File: config.mk
export PLATFORM = sky130hd
export DESIGN_NAME = peak_envelope_block_max_top_flat
export DESIGN_NICKNAME = d
export VERILOG_FILES = /design/src/rtl/pkenv_pkg.sv /design/src/rtl/pkenv_if.sv /design/src/rtl/pkenv_ram.sv /design/src/rtl/pkenv_env.sv /design/src/rtl/pkenv_blk.sv /design/src/rtl/pkenv_oq.sv /design/src/rtl/peak_envelope_block_max_top.sv /design/src/flat_wrapper.sv
export SDC_FILE = /design/constraint.sdc
export NUM_CORES = 2
export LEC_CHECK = 0
export BUFFER_PORTS_ARGS = -buffer_cell sky130_fd_sc_hd__clkbuf_2
export CAP_MARGIN = 20
export CORE_UTILIZATION = 50
export DETAILED_ROUTE_END_ITERATION = 10
export GPL_TIMING_DRIVEN = 0
export PLACE_DENSITY = 0.66
export SETUP_SLACK_MARGIN = 0.5
export SYNTH_ARGS = -nofsm -noshare
export SYNTH_HDL_FRONTEND = slang
export SYNTH_HIERARCHICAL = 1
export SYNTH_SLANG_ARGS = --single-unit
File: constraint.sdc
create_clock -name clk -period 18.8 [get_ports clk]
set_input_delay 2.82 -clock clk [delete_from_list [all_inputs] [get_ports clk]]
set_output_delay 2.82 -clock clk [all_outputs]
set_load 0.02 [all_outputs]
File: src/rtl/pkenv_pkg.sv
// shared constants, register codes and stage types for the peak envelope block
package pkenv_pkg;

  // default sizing
  localparam int MAX_CHANNELS_DEF = 8;
  localparam int MAX_BLOCK_DEF    = 4096;

  // field widths
  localparam int CH_W     = 3;
  localparam int SAMPLE_W = 16;
  localparam int MAG_W    = 15;
  localparam int COEF_W   = 16;
  localparam int BLEN_W   = 13;

  // configuration port
  localparam int CFG_IDX_W  = 2;
  localparam int CFG_DATA_W = 16;

  localparam logic [CFG_IDX_W-1:0] REG_BLOCK_LENGTH  = 2'd0;
  localparam logic [CFG_IDX_W-1:0] REG_ALPHA_ATTACK  = 2'd1;
  localparam logic [CFG_IDX_W-1:0] REG_ALPHA_RELEASE = 2'd2;

  localparam logic [BLEN_W-1:0] RST_BLOCK_LENGTH = 13'd1024;

  // result queue
  localparam int OQ_DEPTH = 8;
  localparam int OQ_AW    = $clog2(OQ_DEPTH);
  localparam int PEND_W   = $clog2(OQ_DEPTH + 1);

  typedef struct packed {
    logic                       v;
    logic [CH_W-1:0]            ch;
    logic signed [SAMPLE_W-1:0] sample;
  } item_t;

  typedef struct packed {
    logic                       v;
    logic [CH_W-1:0]            ch;
    logic signed [SAMPLE_W-1:0] sample;
    logic [MAG_W-1:0]           env;
  } env_item_t;

  typedef struct packed {
    logic [CH_W-1:0]  ch;
    logic [MAG_W-1:0] max_raw;
    logic [MAG_W-1:0] max_env;
  } res_t;

  typedef struct packed {
    logic push;
    logic drop;
    res_t res;
  } blk_out_t;

endpackage

File: src/rtl/pkenv_if.sv
// valid/ready channels for samples and block results

interface pkenv_item_if;
  logic                                    valid;
  logic                                    ready;
  logic [pkenv_pkg::CH_W-1:0]              channel;
  logic signed [pkenv_pkg::SAMPLE_W-1:0]   sample;

  modport source (output valid, output channel, output sample, input ready);
  modport sink   (input valid, input channel, input sample, output ready);
endinterface

interface pkenv_res_if;
  logic                         valid;
  logic                         ready;
  logic [pkenv_pkg::CH_W-1:0]   out_channel;
  logic [pkenv_pkg::MAG_W-1:0]  max_raw;
  logic [pkenv_pkg::MAG_W-1:0]  max_env;

  modport source (output valid, output out_channel, output max_raw, output max_env,
                  input ready);
  modport sink   (input valid, input out_channel, input max_raw, input max_env,
                  output ready);
endinterface

File: src/rtl/pkenv_ram.sv
// generic single write, single read ram with registered read data
module pkenv_ram #(
  parameter int WIDTH = 16,
  parameter int DEPTH = 8
) (
  input  logic                                   clk,
  input  logic                                   we,
  input  logic [((DEPTH > 1) ? $clog2(DEPTH) : 1)-1:0] waddr,
  input  logic [WIDTH-1:0]                       wdata,
  input  logic [((DEPTH > 1) ? $clog2(DEPTH) : 1)-1:0] raddr,
  output logic [WIDTH-1:0]                       rdata
);

  logic [WIDTH-1:0] mem [DEPTH];

  // read returns old contents on a same-address write
  always_ff @(posedge clk) begin
    if (we) begin
      mem[waddr] <= wdata;
    end
    rdata <= mem[raddr];
  end

endmodule

File: src/rtl/pkenv_env.sv
// envelope stage: per-channel envelope memory, attack/release update
module pkenv_env #(
  parameter int MAX_CHANNELS = pkenv_pkg::MAX_CHANNELS_DEF
) (
  input  logic                             clk,
  input  logic                             rst,
  input  pkenv_pkg::item_t                 item,
  input  logic [pkenv_pkg::COEF_W-1:0]     alpha_attack,
  input  logic [pkenv_pkg::COEF_W-1:0]     alpha_release,
  output pkenv_pkg::env_item_t             env_o
);

  localparam int CH_AW = (MAX_CHANNELS > 1) ? $clog2(MAX_CHANNELS) : 1;

  logic                                   s1_v;
  logic [pkenv_pkg::CH_W-1:0]             s1_ch;
  logic signed [pkenv_pkg::SAMPLE_W-1:0]  s1_sample;

  logic [CH_AW-1:0]                       raddr;
  logic [CH_AW-1:0]                       waddr;
  logic [pkenv_pkg::MAG_W-1:0]            ram_q;
  logic [MAX_CHANNELS-1:0]                vld;
  logic                                   vq;

  logic                                   byp_v;
  logic [pkenv_pkg::CH_W-1:0]             byp_ch;
  logic [pkenv_pkg::MAG_W-1:0]            byp_env;

  logic [pkenv_pkg::MAG_W-1:0]            env_cur;
  logic [pkenv_pkg::MAG_W-1:0]            mag;
  logic                                   decay;
  logic [pkenv_pkg::COEF_W:0]             op_a;
  logic [pkenv_pkg::MAG_W-1:0]            op_b;
  logic [31:0]                            prod;
  logic [15:0]                            prod_hi;
  logic [15:0]                            env_sum;
  logic [pkenv_pkg::MAG_W-1:0]            env_new;

  assign raddr = CH_AW'(item.ch);
  assign waddr = CH_AW'(s1_ch);

  pkenv_ram #(.WIDTH(pkenv_pkg::MAG_W), .DEPTH(MAX_CHANNELS)) u_ram (
    .clk   (clk),
    .we    (s1_v),
    .waddr (waddr),
    .wdata (env_new),
    .raddr (raddr),
    .rdata (ram_q)
  );

  always_ff @(posedge clk) begin
    if (rst) begin
      s1_v  <= 1'b0;
      byp_v <= 1'b0;
      vld   <= '0;
    end else begin
      s1_v  <= item.v;
      byp_v <= s1_v;
      if (s1_v) begin
        vld[waddr] <= 1'b1;
      end
    end
  end

  always_ff @(posedge clk) begin
    s1_ch     <= item.ch;
    s1_sample <= item.sample;
    vq        <= vld[raddr];
    byp_ch    <= s1_ch;
    byp_env   <= env_new;
  end

  // last write has not reached the ram read yet
  always_comb begin
    if (byp_v && (byp_ch == s1_ch)) begin
      env_cur = byp_env;
    end else if (vq) begin
      env_cur = ram_q;
    end else begin
      env_cur = '0;
    end
  end

  // magnitude, full-scale negative saturates
  always_comb begin
    if (s1_sample[15]) begin
      if (s1_sample == 16'sh8000) begin
        mag = 15'h7fff;
      end else begin
        mag = 15'(~s1_sample + 16'sd1);
      end
    end else begin
      mag = s1_sample[14:0];
    end
  end

  // one shared multiplier for decay and attack
  always_comb begin
    decay = env_cur > mag;
    if (decay) begin
      op_a = 17'h10000 - {1'b0, alpha_release};
      op_b = env_cur;
    end else begin
      op_a = {1'b0, alpha_attack};
      op_b = mag - env_cur;
    end
    prod    = {15'd0, op_a} * {17'd0, op_b};
    prod_hi = prod[31:16];
    env_sum = decay ? prod_hi : ({1'b0, env_cur} + prod_hi);
    env_new = (env_sum > 16'h7fff) ? 15'h7fff : env_sum[14:0];
  end

  always_ff @(posedge clk) begin
    if (rst) begin
      env_o.v <= 1'b0;
    end else begin
      env_o.v <= s1_v;
    end
    env_o.ch     <= s1_ch;
    env_o.sample <= s1_sample;
    env_o.env    <= env_new;
  end

endmodule

File: src/rtl/pkenv_blk.sv
// block stage: per-channel maxima and sample count memory, completion check
module pkenv_blk #(
  parameter int MAX_CHANNELS = pkenv_pkg::MAX_CHANNELS_DEF,
  parameter int MAX_BLOCK    = pkenv_pkg::MAX_BLOCK_DEF
) (
  input  logic                             clk,
  input  logic                             rst,
  input  pkenv_pkg::env_item_t             env_i,
  input  logic [pkenv_pkg::BLEN_W-1:0]     block_length,
  output pkenv_pkg::blk_out_t              blk_o
);

  localparam int CH_AW = (MAX_CHANNELS > 1) ? $clog2(MAX_CHANNELS) : 1;
  localparam int POS_W = $clog2(MAX_BLOCK);
  localparam int CMP_W = (POS_W + 1 > pkenv_pkg::BLEN_W) ? POS_W + 1 : pkenv_pkg::BLEN_W;
  localparam int MW    = pkenv_pkg::MAG_W;
  localparam int DW    = POS_W + 2 * MW;

  logic                                   st_v;
  logic [pkenv_pkg::CH_W-1:0]             st_ch;
  logic signed [pkenv_pkg::SAMPLE_W-1:0]  st_sample;
  logic [MW-1:0]                          st_env;

  logic [CH_AW-1:0]                       raddr;
  logic [CH_AW-1:0]                       waddr;
  logic [DW-1:0]                          ram_q;
  logic [MAX_CHANNELS-1:0]                vld;
  logic                                   vq;

  logic                                   byp_v;
  logic [pkenv_pkg::CH_W-1:0]             byp_ch;
  logic [DW-1:0]                          byp_d;

  logic [DW-1:0]                          cur;
  logic [POS_W-1:0]                       cur_pos;
  logic [MW-1:0]                          cur_envp;
  logic [MW-1:0]                          cur_raw;
  logic [MW-1:0]                          raw_new;
  logic [MW-1:0]                          envp_new;
  logic [POS_W:0]                         count;
  logic [CMP_W-1:0]                       blen;
  logic [CMP_W-1:0]                       eff_len;
  logic                                   emit;
  logic [DW-1:0]                          wdata;

  assign raddr = CH_AW'(env_i.ch);
  assign waddr = CH_AW'(st_ch);

  pkenv_ram #(.WIDTH(DW), .DEPTH(MAX_CHANNELS)) u_ram (
    .clk   (clk),
    .we    (st_v),
    .waddr (waddr),
    .wdata (wdata),
    .raddr (raddr),
    .rdata (ram_q)
  );

  always_ff @(posedge clk) begin
    if (rst) begin
      st_v  <= 1'b0;
      byp_v <= 1'b0;
      vld   <= '0;
    end else begin
      st_v  <= env_i.v;
      byp_v <= st_v;
      if (st_v) begin
        vld[waddr] <= 1'b1;
      end
    end
  end

  always_ff @(posedge clk) begin
    st_ch     <= env_i.ch;
    st_sample <= env_i.sample;
    st_env    <= env_i.env;
    vq        <= vld[raddr];
    byp_ch    <= st_ch;
    byp_d     <= wdata;
  end

  always_comb begin
    if (byp_v && (byp_ch == st_ch)) begin
      cur = byp_d;
    end else if (vq) begin
      cur = ram_q;
    end else begin
      cur = '0;
    end
    cur_pos  = cur[DW-1 -: POS_W];
    cur_envp = cur[2*MW-1 -: MW];
    cur_raw  = cur[MW-1:0];
  end

  // zero length acts as one, long lengths clamp to the block limit
  always_comb begin
    blen = CMP_W'(block_length);
    if (blen == '0) begin
      eff_len = CMP_W'(1);
    end else if (blen > CMP_W'(MAX_BLOCK)) begin
      eff_len = CMP_W'(MAX_BLOCK);
    end else begin
      eff_len = blen;
    end
  end

  always_comb begin
    raw_new  = (!st_sample[15] && (st_sample[14:0] > cur_raw)) ? st_sample[14:0] : cur_raw;
    envp_new = (st_env > cur_envp) ? st_env : cur_envp;
    count    = {1'b0, cur_pos} + (POS_W + 1)'(1);
    emit     = CMP_W'(count) >= eff_len;
    wdata    = emit ? '0 : {count[POS_W-1:0], envp_new, raw_new};
  end

  assign blk_o.push        = st_v && emit;
  assign blk_o.drop        = st_v && !emit;
  assign blk_o.res.ch      = st_ch;
  assign blk_o.res.max_raw = raw_new;
  assign blk_o.res.max_env = envp_new;

endmodule

File: src/rtl/pkenv_oq.sv
// result queue between the block stage and the result channel
module pkenv_oq (
  input  logic             clk,
  input  logic             rst,
  input  logic             push,
  input  pkenv_pkg::res_t  push_data,
  input  logic             pop,
  output logic             valid,
  output pkenv_pkg::res_t  data
);

  localparam int AW = pkenv_pkg::OQ_AW;

  pkenv_pkg::res_t   q [pkenv_pkg::OQ_DEPTH];
  logic [AW-1:0]     wr_ptr;
  logic [AW-1:0]     rd_ptr;
  logic [AW:0]       count;

  always_ff @(posedge clk) begin
    if (rst) begin
      wr_ptr <= '0;
      rd_ptr <= '0;
      count  <= '0;
    end else begin
      if (push) begin
        wr_ptr <= wr_ptr + AW'(1);
      end
      if (pop) begin
        rd_ptr <= rd_ptr + AW'(1);
      end
      count <= count + (AW + 1)'(push) - (AW + 1)'(pop);
    end
  end

  always_ff @(posedge clk) begin
    if (push) begin
      q[wr_ptr] <= push_data;
    end
  end

  assign valid = count != '0;
  assign data  = q[rd_ptr];

endmodule

File: src/rtl/peak_envelope_block_max_top.sv
// peak envelope follower with per-channel block maxima, top level
// result path: a block's last sample passes the envelope stage, envelope output and block
// stage registers, then the result queue count register, before peaks.valid rises
// throughput: one sample per cycle, any channel order, back-to-back repeats of one channel
// included, through forwarding in the envelope and block memories; samples.ready drops
// only when eight accepted samples are still owed a slot in the result queue
// reset (synchronous, rst high) loads block_length 1024 and zero coefficients, empties the
// pipeline and clears per-entry valid bits so every channel starts from zero
module peak_envelope_block_max_top #(
  parameter int MAX_CHANNELS = pkenv_pkg::MAX_CHANNELS_DEF,
  parameter int MAX_BLOCK    = pkenv_pkg::MAX_BLOCK_DEF
) (
  input  logic                                clk,
  input  logic                                rst,
  input  logic                                wr_en,
  input  logic [pkenv_pkg::CFG_IDX_W-1:0]     wr_index,
  input  logic [pkenv_pkg::CFG_DATA_W-1:0]    wr_data,
  pkenv_item_if.sink                          samples,
  pkenv_res_if.source                         peaks
);

  localparam int PW = pkenv_pkg::PEND_W;

  // configuration registers
  logic [pkenv_pkg::BLEN_W-1:0]  block_length;
  logic [pkenv_pkg::COEF_W-1:0]  alpha_attack;
  logic [pkenv_pkg::COEF_W-1:0]  alpha_release;

  // pipeline links
  pkenv_pkg::item_t       item;
  pkenv_pkg::env_item_t   env_item;
  pkenv_pkg::blk_out_t    blk_out;
  pkenv_pkg::res_t        oq_data;
  logic                   oq_valid;

  // credit tracking: samples accepted but not yet retired
  logic [PW-1:0]          pending;
  logic [PW-1:0]          pending_next;
  logic                   in_xfer;
  logic                   out_xfer;
  logic                   in_range;

  always_ff @(posedge clk) begin
    if (rst) begin
      block_length  <= pkenv_pkg::RST_BLOCK_LENGTH;
      alpha_attack  <= '0;
      alpha_release <= '0;
    end else if (wr_en) begin
      case (wr_index)
        pkenv_pkg::REG_BLOCK_LENGTH:  block_length  <= wr_data[pkenv_pkg::BLEN_W-1:0];
        pkenv_pkg::REG_ALPHA_ATTACK:  alpha_attack  <= wr_data;
        pkenv_pkg::REG_ALPHA_RELEASE: alpha_release <= wr_data;
        default: ;  // unused index, write dropped
      endcase
    end
  end

  assign in_xfer  = samples.valid && samples.ready;
  assign out_xfer = peaks.valid && peaks.ready;

  // samples on channels past the configured count are taken and ignored
  assign in_range = int'(samples.channel) < MAX_CHANNELS;

  assign item.v      = in_xfer && in_range;
  assign item.ch     = samples.channel;
  assign item.sample = samples.sample;

  // every in-flight sample holds a queue slot until it retires, so the queue never overflows
  assign pending_next = pending + PW'(item.v) - PW'(out_xfer) - PW'(blk_out.drop);

  always_ff @(posedge clk) begin
    if (rst) begin
      pending <= '0;
    end else begin
      pending <= pending_next;
    end
  end

  assign samples.ready = pending < PW'(pkenv_pkg::OQ_DEPTH);

  // stage 1: envelope read-modify-write
  pkenv_env #(.MAX_CHANNELS(MAX_CHANNELS)) u_env (
    .clk           (clk),
    .rst           (rst),
    .item          (item),
    .alpha_attack  (alpha_attack),
    .alpha_release (alpha_release),
    .env_o         (env_item)
  );

  // stage 2: block maxima and count read-modify-write
  pkenv_blk #(.MAX_CHANNELS(MAX_CHANNELS), .MAX_BLOCK(MAX_BLOCK)) u_blk (
    .clk          (clk),
    .rst          (rst),
    .env_i        (env_item),
    .block_length (block_length),
    .blk_o        (blk_out)
  );

  // completed blocks wait here for the result transfer
  pkenv_oq u_oq (
    .clk       (clk),
    .rst       (rst),
    .push      (blk_out.push),
    .push_data (blk_out.res),
    .pop       (out_xfer),
    .valid     (oq_valid),
    .data      (oq_data)
  );

  assign peaks.valid       = oq_valid;
  assign peaks.out_channel = oq_data.ch;
  assign peaks.max_raw     = oq_data.max_raw;
  assign peaks.max_env     = oq_data.max_env;

endmodule

File: src/flat_wrapper.sv
// flat-port wrapper written by rule: the top's interface ports become plain ports
module peak_envelope_block_max_top_flat 
#(
  parameter int MAX_CHANNELS = pkenv_pkg::MAX_CHANNELS_DEF,
  parameter int MAX_BLOCK    = pkenv_pkg::MAX_BLOCK_DEF
)
  (clk, rst, wr_en, wr_index, wr_data, samples_valid, samples_channel, samples_sample, samples_ready, peaks_valid, peaks_out_channel, peaks_max_raw, peaks_max_env, peaks_ready);
  pkenv_item_if samples_i ();
  pkenv_res_if peaks_i ();
  input  logic clk;
  input  logic rst;
  input  logic wr_en;
  input  logic [pkenv_pkg::CFG_IDX_W-1:0] wr_index;
  input  logic [pkenv_pkg::CFG_DATA_W-1:0] wr_data;
  input wire logic [$bits(samples_i.valid)-1:0] samples_valid;
  input wire logic [$bits(samples_i.channel)-1:0] samples_channel;
  input wire logic [$bits(samples_i.sample)-1:0] samples_sample;
  output wire logic [$bits(samples_i.ready)-1:0] samples_ready;
  output wire logic [$bits(peaks_i.valid)-1:0] peaks_valid;
  output wire logic [$bits(peaks_i.out_channel)-1:0] peaks_out_channel;
  output wire logic [$bits(peaks_i.max_raw)-1:0] peaks_max_raw;
  output wire logic [$bits(peaks_i.max_env)-1:0] peaks_max_env;
  input wire logic [$bits(peaks_i.ready)-1:0] peaks_ready;
  assign samples_i.valid = samples_valid;
  assign samples_i.channel = samples_channel;
  assign samples_i.sample = samples_sample;
  assign samples_ready = samples_i.ready;
  assign peaks_valid = peaks_i.valid;
  assign peaks_out_channel = peaks_i.out_channel;
  assign peaks_max_raw = peaks_i.max_raw;
  assign peaks_max_env = peaks_i.max_env;
  assign peaks_i.ready = peaks_ready;
  peak_envelope_block_max_top #(.MAX_CHANNELS(MAX_CHANNELS), .MAX_BLOCK(MAX_BLOCK)) u_core (.clk(clk), .rst(rst), .wr_en(wr_en), .wr_index(wr_index), .wr_data(wr_data), .samples(samples_i), .peaks(peaks_i));
endmodule
Word-level counts from Yosys, hierarchy flattened
Memory sizes are Yosys's and may differ from the RTL's. A register that Yosys moved wholly into a read port is not among the register bits.
Index checks and enable logic that the tools add are counted.
{"block": "totals", "mem_bits_rw": 720, "out_inout_bits": 35, "mem_count": 3, "in_bits": 42, "ff_bits": 213}
{"memory": "u_core.u_blk.u_ram.mem", "words": 8, "width": 42, "rd": 1, "rd_ports_with_merged_regs": 1, "write_ports": 1, "line": "pkenv_ram.sv:14", "rtl": "logic [WIDTH-1:0] mem [DEPTH];"}
{"memory": "u_core.u_oq.q", "words": 8, "width": 33, "rd": 1, "rd_ports_with_merged_regs": 1, "write_ports": 1, "line": "pkenv_oq.sv:14", "rtl": "pkenv_pkg::res_t q [pkenv_pkg::OQ_DEPTH];"}
{"memory": "u_core.u_env.u_ram.mem", "words": 8, "width": 15, "rd": 1, "rd_ports_with_merged_regs": 1, "write_ports": 1, "line": "pkenv_ram.sv:14"}
{"block": "op_classes", "n_reduce_logical": 17, "order_cmp": 13, "n_mul": 1, "mux": 31, "addsub": 12, "n_bitwise": 3, "eq_ne": 5}
{"operator": "two-way mux 42 bit", "count": 3}
{"operator": "two-way mux 15 bit", "count": 8}
{"operator": "> comparator 15 bit", "count": 3}
{"operator": "multiplier 17 x 15 -> 32 bit", "count": 1}
{"operator": "two-way mux 13 bit", "count": 2}
{"operator": "two-way mux 17 bit", "count": 1}
{"operator": "subtractor 17 x 16 -> 17 bit (first input constant)", "count": 1}
{"operator": "adder 15 x 16 -> 16 bit", "count": 1}
{"operator": "equality test 16 bit (second input constant)", "count": 1}
{"operator": "> comparator 16 x 15 -> 1 bit (second input constant)", "count": 1}
{"operator": "less-than comparator 3 x 4 -> 1 bit (second input constant)", "count": 4}
{"operator": "two-way mux 16 bit", "count": 1}
{"operator": "OR 8 bit", "count": 2}
{"operator": "adder 15 x 2 -> 15 bit (second input constant)", "count": 1}
{"operator": "NOT 15 bit", "count": 1}
{"operator": "subtractor 15 bit", "count": 1}
{"operator": "adder 12 x 1 -> 13 bit (second input constant)", "count": 1}
{"operator": ">= comparator 13 bit", "count": 1}
{"operator": "> comparator 13 bit (second input constant)", "count": 1}
{"operator": "logical NOT 13 bit", "count": 1}
{"operator": "subtractor 4 x 1 -> 4 bit", "count": 3}
{"operator": "two-way mux 1 bit", "count": 10}
{"operator": "logical AND 1 bit", "count": 9}
{"operator": "adder 4 x 1 -> 4 bit", "count": 2}
{"operator": "13 further kinds", "count": 22}

Depth between registers and ports, before layout
{"block": "logic_depth", "word_depth": 11, "depth_mapped": 53, "ltp_nobuf": 51}

By module
Netlist, hierarchy kept.
{"mod": "pkenv_ram at u_core.u_blk.u_ram", "cells_per_inst": 540, "instances": 1, "area_per_inst_um2": 13503.0, "seq_area_each_um2": 10930.5}
{"mod": "pkenv_env", "cells_per_inst": 1626, "instances": 1, "area_per_inst_um2": 13345.3, "seq_area_each_um2": 1281.2}
{"mod": "pkenv_oq", "cells_per_inst": 449, "instances": 1, "area_per_inst_um2": 10541.4, "seq_area_each_um2": 8187.9}
{"mod": "pkenv_blk", "cells_per_inst": 622, "instances": 1, "area_per_inst_um2": 5534.1, "seq_area_each_um2": 1801.7}
{"mod": "pkenv_ram at u_core.u_env.u_ram", "cells_per_inst": 201, "instances": 1, "area_per_inst_um2": 4973.5, "seq_area_each_um2": 3903.7}
{"mod": "peak_envelope_block_max_top", "cells_per_inst": 194, "instances": 1, "area_per_inst_um2": 2098.3, "seq_area_each_um2": 980.9}

Worst setup path before layout
OpenSTA, ideal clock, no wires.
{"block": "synth_path", "kind": "reg-to-reg", "from": "register u_core/u_env/s1_ch[0] (netlist bit)", "to": "memory u_core/u_env/u_ram/mem[0][14] (netlist bit) (data pin)", "stages_incl_launch_ff": 53, "path_buffers": 5, "arrival_ns": 12.198, "setup_ns": 0.368, "slack_ns": 6.234, "path_cell_list": "dfxtp_1 xnor2_1 and4_1 clkbuf_1 clkbuf_1 nand2_1 o21ai_0 inv_1 ha_1 and2_1 o21ai_0 a21oi_1 or3_1 a21oi_1 buf_4 buf_2 nor2_1 a21oi_1 (+17 left out) o21a_1 o21a_1 o21a_1 o22ai_1 a21oi_1 a21oi_1 xnor2_1 ha_1 a21o_1 a21oi_1 nor2_1 a211o_1 o311ai_0 a311o_1 a211oi_1 a211oi_2 xnor2_2 o311ai_0"}
{"block": "synth_between", "elab_chain_len": 10, "word_cells_on_any_way": 12, "classes_between": "add/sub (2); mul (1); order compare (2); eq/ne (1); mux (5); reduce/logical (1)"}
{"item": "start: declaration", "line": "pkenv_env.sv:16", "rtl": "logic [pkenv_pkg::CH_W-1:0] s1_ch;"}
{"item": "start signal: assignment", "line": "pkenv_env.sv:66", "rtl": "s1_ch <= item.ch;"}
{"item": "equality test 3 bit *", "line": "pkenv_env.sv:75", "rtl": "if (byp_v && (byp_ch == s1_ch)) begin"}
{"item": "logical AND 1 bit *", "line": "pkenv_env.sv:75"}
{"item": "two-way mux 15 bit *", "line": "pkenv_env.sv:75"}
{"item": "subtractor 15 bit / > comparator 15 bit (equally long branches)", "line": "pkenv_env.sv:105, pkenv_env.sv:99"}
{"item": "two-way mux 15 bit / two-way mux 17 bit (equally long branches)", "line": "pkenv_env.sv:100", "rtl": "if (decay) begin"}
{"item": "multiplier 17 x 15 -> 32 bit", "line": "pkenv_env.sv:107", "rtl": "prod = {15'd0, op_a} * {17'd0, op_b};"}
{"item": "adder 15 x 16 -> 16 bit", "line": "pkenv_env.sv:109", "rtl": "env_sum = decay ? prod_hi : ({1'b0, env_cur} + prod_hi);"}
{"item": "two-way mux 16 bit *", "line": "pkenv_env.sv:109"}
{"item": "> comparator 16 x 15 -> 1 bit", "line": "pkenv_env.sv:110", "rtl": "env_new = (env_sum > 16'h7fff) ? 15'h7fff : env_sum[14:0];"}
{"item": "two-way mux 15 bit *", "line": "pkenv_env.sv:110"}
{"item": "named net u_core.u_env.env_new (one bit)", "line": "pkenv_env.sv:37", "rtl": "logic [pkenv_pkg::MAG_W-1:0] env_new;"}
{"item": "end: declaration", "line": "pkenv_ram.sv:14"}
The timed path passes the listed nets; every way through them passes the cells marked *.

Final worst setup path
{"block": "layout_path", "from": "register u_core/u_env/s1_ch[0] (netlist bit)", "to": "memory u_core/u_env/u_ram/mem[5][7] (netlist bit) (data pin)"}
Same word-level chain as after synthesis.

==> results.py <==
metrics = {
    "critical_path": {
        "critPathRequiredTime_ns": 19.04,
        "cp-start-kind": "flop",
        "rrSetupSlack_ns": 2.72,
        "end_kind": "flop",
        "critPathBufInv": 9,
        "crit_type": "reg2reg",
        "path_max_fanout": 12,
        "crit_top_cell": "fa_1",
        "arrival_ns": 16.32,
        "crit_family": "compound AO/OA/AOI/OAI gates",
        "slowest_stage": "a21oi_1",
        "critPathMaxStageDelay_ns": 0.84,
    },
    "logic_synthesis": {
        "synth_top_area_share_pct": 43.2,
        "syn_area_um2": 50000,
        "synth_ff_type": "edfxtp_1",
        "synth_seq_area_share_pct": 54.2,
        "ys_async_sr_fraction_pct": 0,
        "postSynthCellCount": 3632,
        "synth.distinct_cells": 95,
        "yosys-top-cells-count": "edfxtp_1, inv_1, nand2_1",
        "yosysWarnings": 6,
        "synth_edf_count": 720,
        "synth.avg_cell_area_um2": 13.8,
        "ys_ff_latch": 993,
        "synth_most_common_cell": "edfxtp_1",
        "synth_nets": 4048,
        "yosys.area.top_type": "edfxtp_1",
        "synthTopCellsByArea": "edfxtp_1, dfxtp_1, fa_1, mux4_2, ha_1",
    },
    "placement": {
        "hpwl_um": 92600,
        "gp_congestion": 0.976,
        "portBuffers": 76,
        "place_ws_ns": 2.81,
    },
    "routing": {
        "ant_nets": 0,
        "remaining_drc_errors": 0,
        "dr.pass1.iters": 6,
        "vias": 30700,
        "wl_um": 127000,
        "wl_per_cell_um": 24.4,
        "viasPerCell": 5.87,
        "first_iter_violations": 2582,
    },
    "power_and_ir_drop": {
        "power_density_nw_per_um2": 128,
        "power_frac_comb_pct": 33.9,
        "switching_share_pct": 34.7,
        "intPower_uw": 4700,
        "p_seq_share_pct": 39.5,
        "power_uw": 7190,
        "cellLeakagePower_uw": 0.0213,
        "p_sw_uw": 2500,
        "clockPowerShare_pct": 26.6,
        "ir_drop_uv": 223,
    },
    "clock_network": {
        "cts-root-buf": "clkbuf_16",
        "htree_levels": 3,
        "cts_resized": 0,
        "cts_hold_buf": 0,
        "post_cts_buffers": 0,
        "clk_pin_slew_ns": 0.06,
        "clkLatencyLatePin_ns": 0.69,
        "clkSinkCount": 993,
        "cts_buffer_depth": 3,
        "cts_buffers": 95,
        "cts_tree": "done",
    },
    "global_route": {
        "grt_pass1_wl_um": 193000,
        "grt_util_all_layers_pct": 25.3,
        "grt_start_max_net_pins": 26,
        "grt_overflow": 0,
        "grt_pass1_vias": 31100,
        "antenna_found_initial": 3,
    },
    "final_layout": {
        "finalNetCount": 4276,
        "final_util_pct": 56.7,
        "area_delta_synth_final_pct": 12.0,
        "diodes": 0,
        "layout-drive-gt1-share_pct": 15.9,
    },
    "timing": {
        "layout_min_cycle_time_ns": 16.08,
        "setup_viol": 0,
        "slew_viol_final": 0,
        "worst_slack_ns": 2.72,
        "fmax_ghz": 0.0622,
        "rsz0062_at_grt": "false",
        "relSlewSlack_pct": 20.8,
        "hold_violations": 0,
        "finClkSkew_ns": 0.0657,
        "period_share_pct": 85.5,
        "worst_pin_slew_ns": 1.18,
        "fin_setup_tns_ns": 0,
        "hold-worst-slack_ns": 0.325,
    },
    "flow_run": {
        "drv_cap": 0,
    },
    "die": {
        "core_um2": 98700,
        "die_w_um": 318,
        "die_h_um": 318,
        "die-area_um2": 101000,
        "ios": 77,
        "num_rows": 115,
        "initial_core_util_pct": 50.7,
    },
    "run_status": {
        "status": "completed",
    },
    "min_path": {
        "min_path_type": "reg2reg",
    },
}
[per-layer routing]
layer | wire length [um] | vias to the layer above | share of wire, % | global-route usage, %
met2 | 57900 | 1188 | 45 | 39.3
li1 | - | 13800 | - | -
met4 | 4210 | 0 | 3.3 | 8.52
met1 | 56300 | 15500 | 44 | 36.4
met5 | 0 | - | 0 | 0
met3 | 9000 | 241 | 7.1 | 4.13
[cells by family after synthesis]
logic type	Yosys count	synth area share, %
and+or+nand+nor	814	7.67
adders and majority gates	376	12.4
muxes	443	14.1
AOI/OAI and AO/OA	422	5.92
xor gates and xnor gates	88	1.59
DFF	993	54.2
buffers and inverters	496	4.18
[layout by cell type, fill, tap and decap left out, drive strengths merged, types with 25 or more instances in the layout]
cell type,count
dfxtp,273
buf,116
xnor2,52
o21ai,69
edfxtp,720
nor2,211
nor3,51
ha,177
clkinv,37
fa,197
a21oi,95
inv,327
mux2,124
o211ai,76
nand3,54
o311ai,25
mux2i,135
mux4,184
nand2b,92
nand2,275
a311oi,25
clkbuf,314
xor2,35
[final timing paths]
path,from,endpoint,depth (start not counted)
max,u_core/u_env/s1_ch[0]$_DFF_P_,u_core/u_env/u_ram/mem[5][7]$_DFFE_PP_,46
min,u_core/u_env/env_o[18]$_DFF_P_,u_core/u_blk/st_sample[3]$_DFF_P_,0
max reg2reg,u_core/u_env/s1_ch[0]$_DFF_P_,u_core/u_env/u_ram/mem[5][7]$_DFFE_PP_,46
min reg2reg,u_core/u_env/env_o[18]$_DFF_P_,u_core/u_blk/st_sample[3]$_DFF_P_,0
[stage by stage]
step / cell area, um2 / instances
finish: 56000 / 5230
global route: 56000 / 5230
CTS: 56000 / 5224
detailed placement: 52800 / 5044
global placement: 52000 / 4995
floorplan: 50000 / 3632
[cell type report]
type,count,area (um2)
multi-input cells,2143,21000
inverters,325,1220
fillers,7897,42700
plain buffers,171,872
repair buffers,131,1080
clock inverters,51,566
flip-flops and latches,993,27100
well taps,1287,1610
clock buffers,129,2630
[power groups by stage]
stage                     clock [uW]  combinational (uW)  sequential (uW)
after floorplan                    0                1700             2820
after global placement             0                2380             2880
after detailed placement           0                2410             2880
after CTS                       1950                2440             2840
after global routing            2030                2730             2850
final                           1910                2440             2840
[registers in the layout (all words and copies together) (netlist names), 3 cells and up, named ones only]
register and flops:
u_core/u_blk/u_ram/mem 336, u_core/u_oq/q 264, u_core/u_env/u_ram/mem 120, u_core/u_blk/byp_d 42, u_core/u_blk/u_ram/rdata 42, u_core/u_env/env_o 35, u_core/alpha_attack 16, u_core/alpha_release 16
u_core/u_blk/st_sample 16, u_core/u_env/s1_sample 16, u_core/u_blk/st_env 15, u_core/u_env/u_ram/rdata 15, u_core/block_length 13, u_core/u_blk/vld 8, u_core/u_env/vld 8, u_core/pending 4
u_core/u_oq/count 4, u_core/u_blk/byp_ch 3, u_core/u_blk/st_ch 3, u_core/u_env/s1_ch 3, u_core/u_oq/rd_ptr 3, u_core/u_oq/wr_ptr 3
[worst register-to-register path, delay by kind of cell (launching register included)]
family          cells  cell delay, ns
compound gates     14            5.11
flops               1            0.63
buf+inv             9            2.41
fa+ha+maj           9            4.47
xor+xnor            3            0.74
simple gates       11            2.28
(Power assumes the default switching activity.)
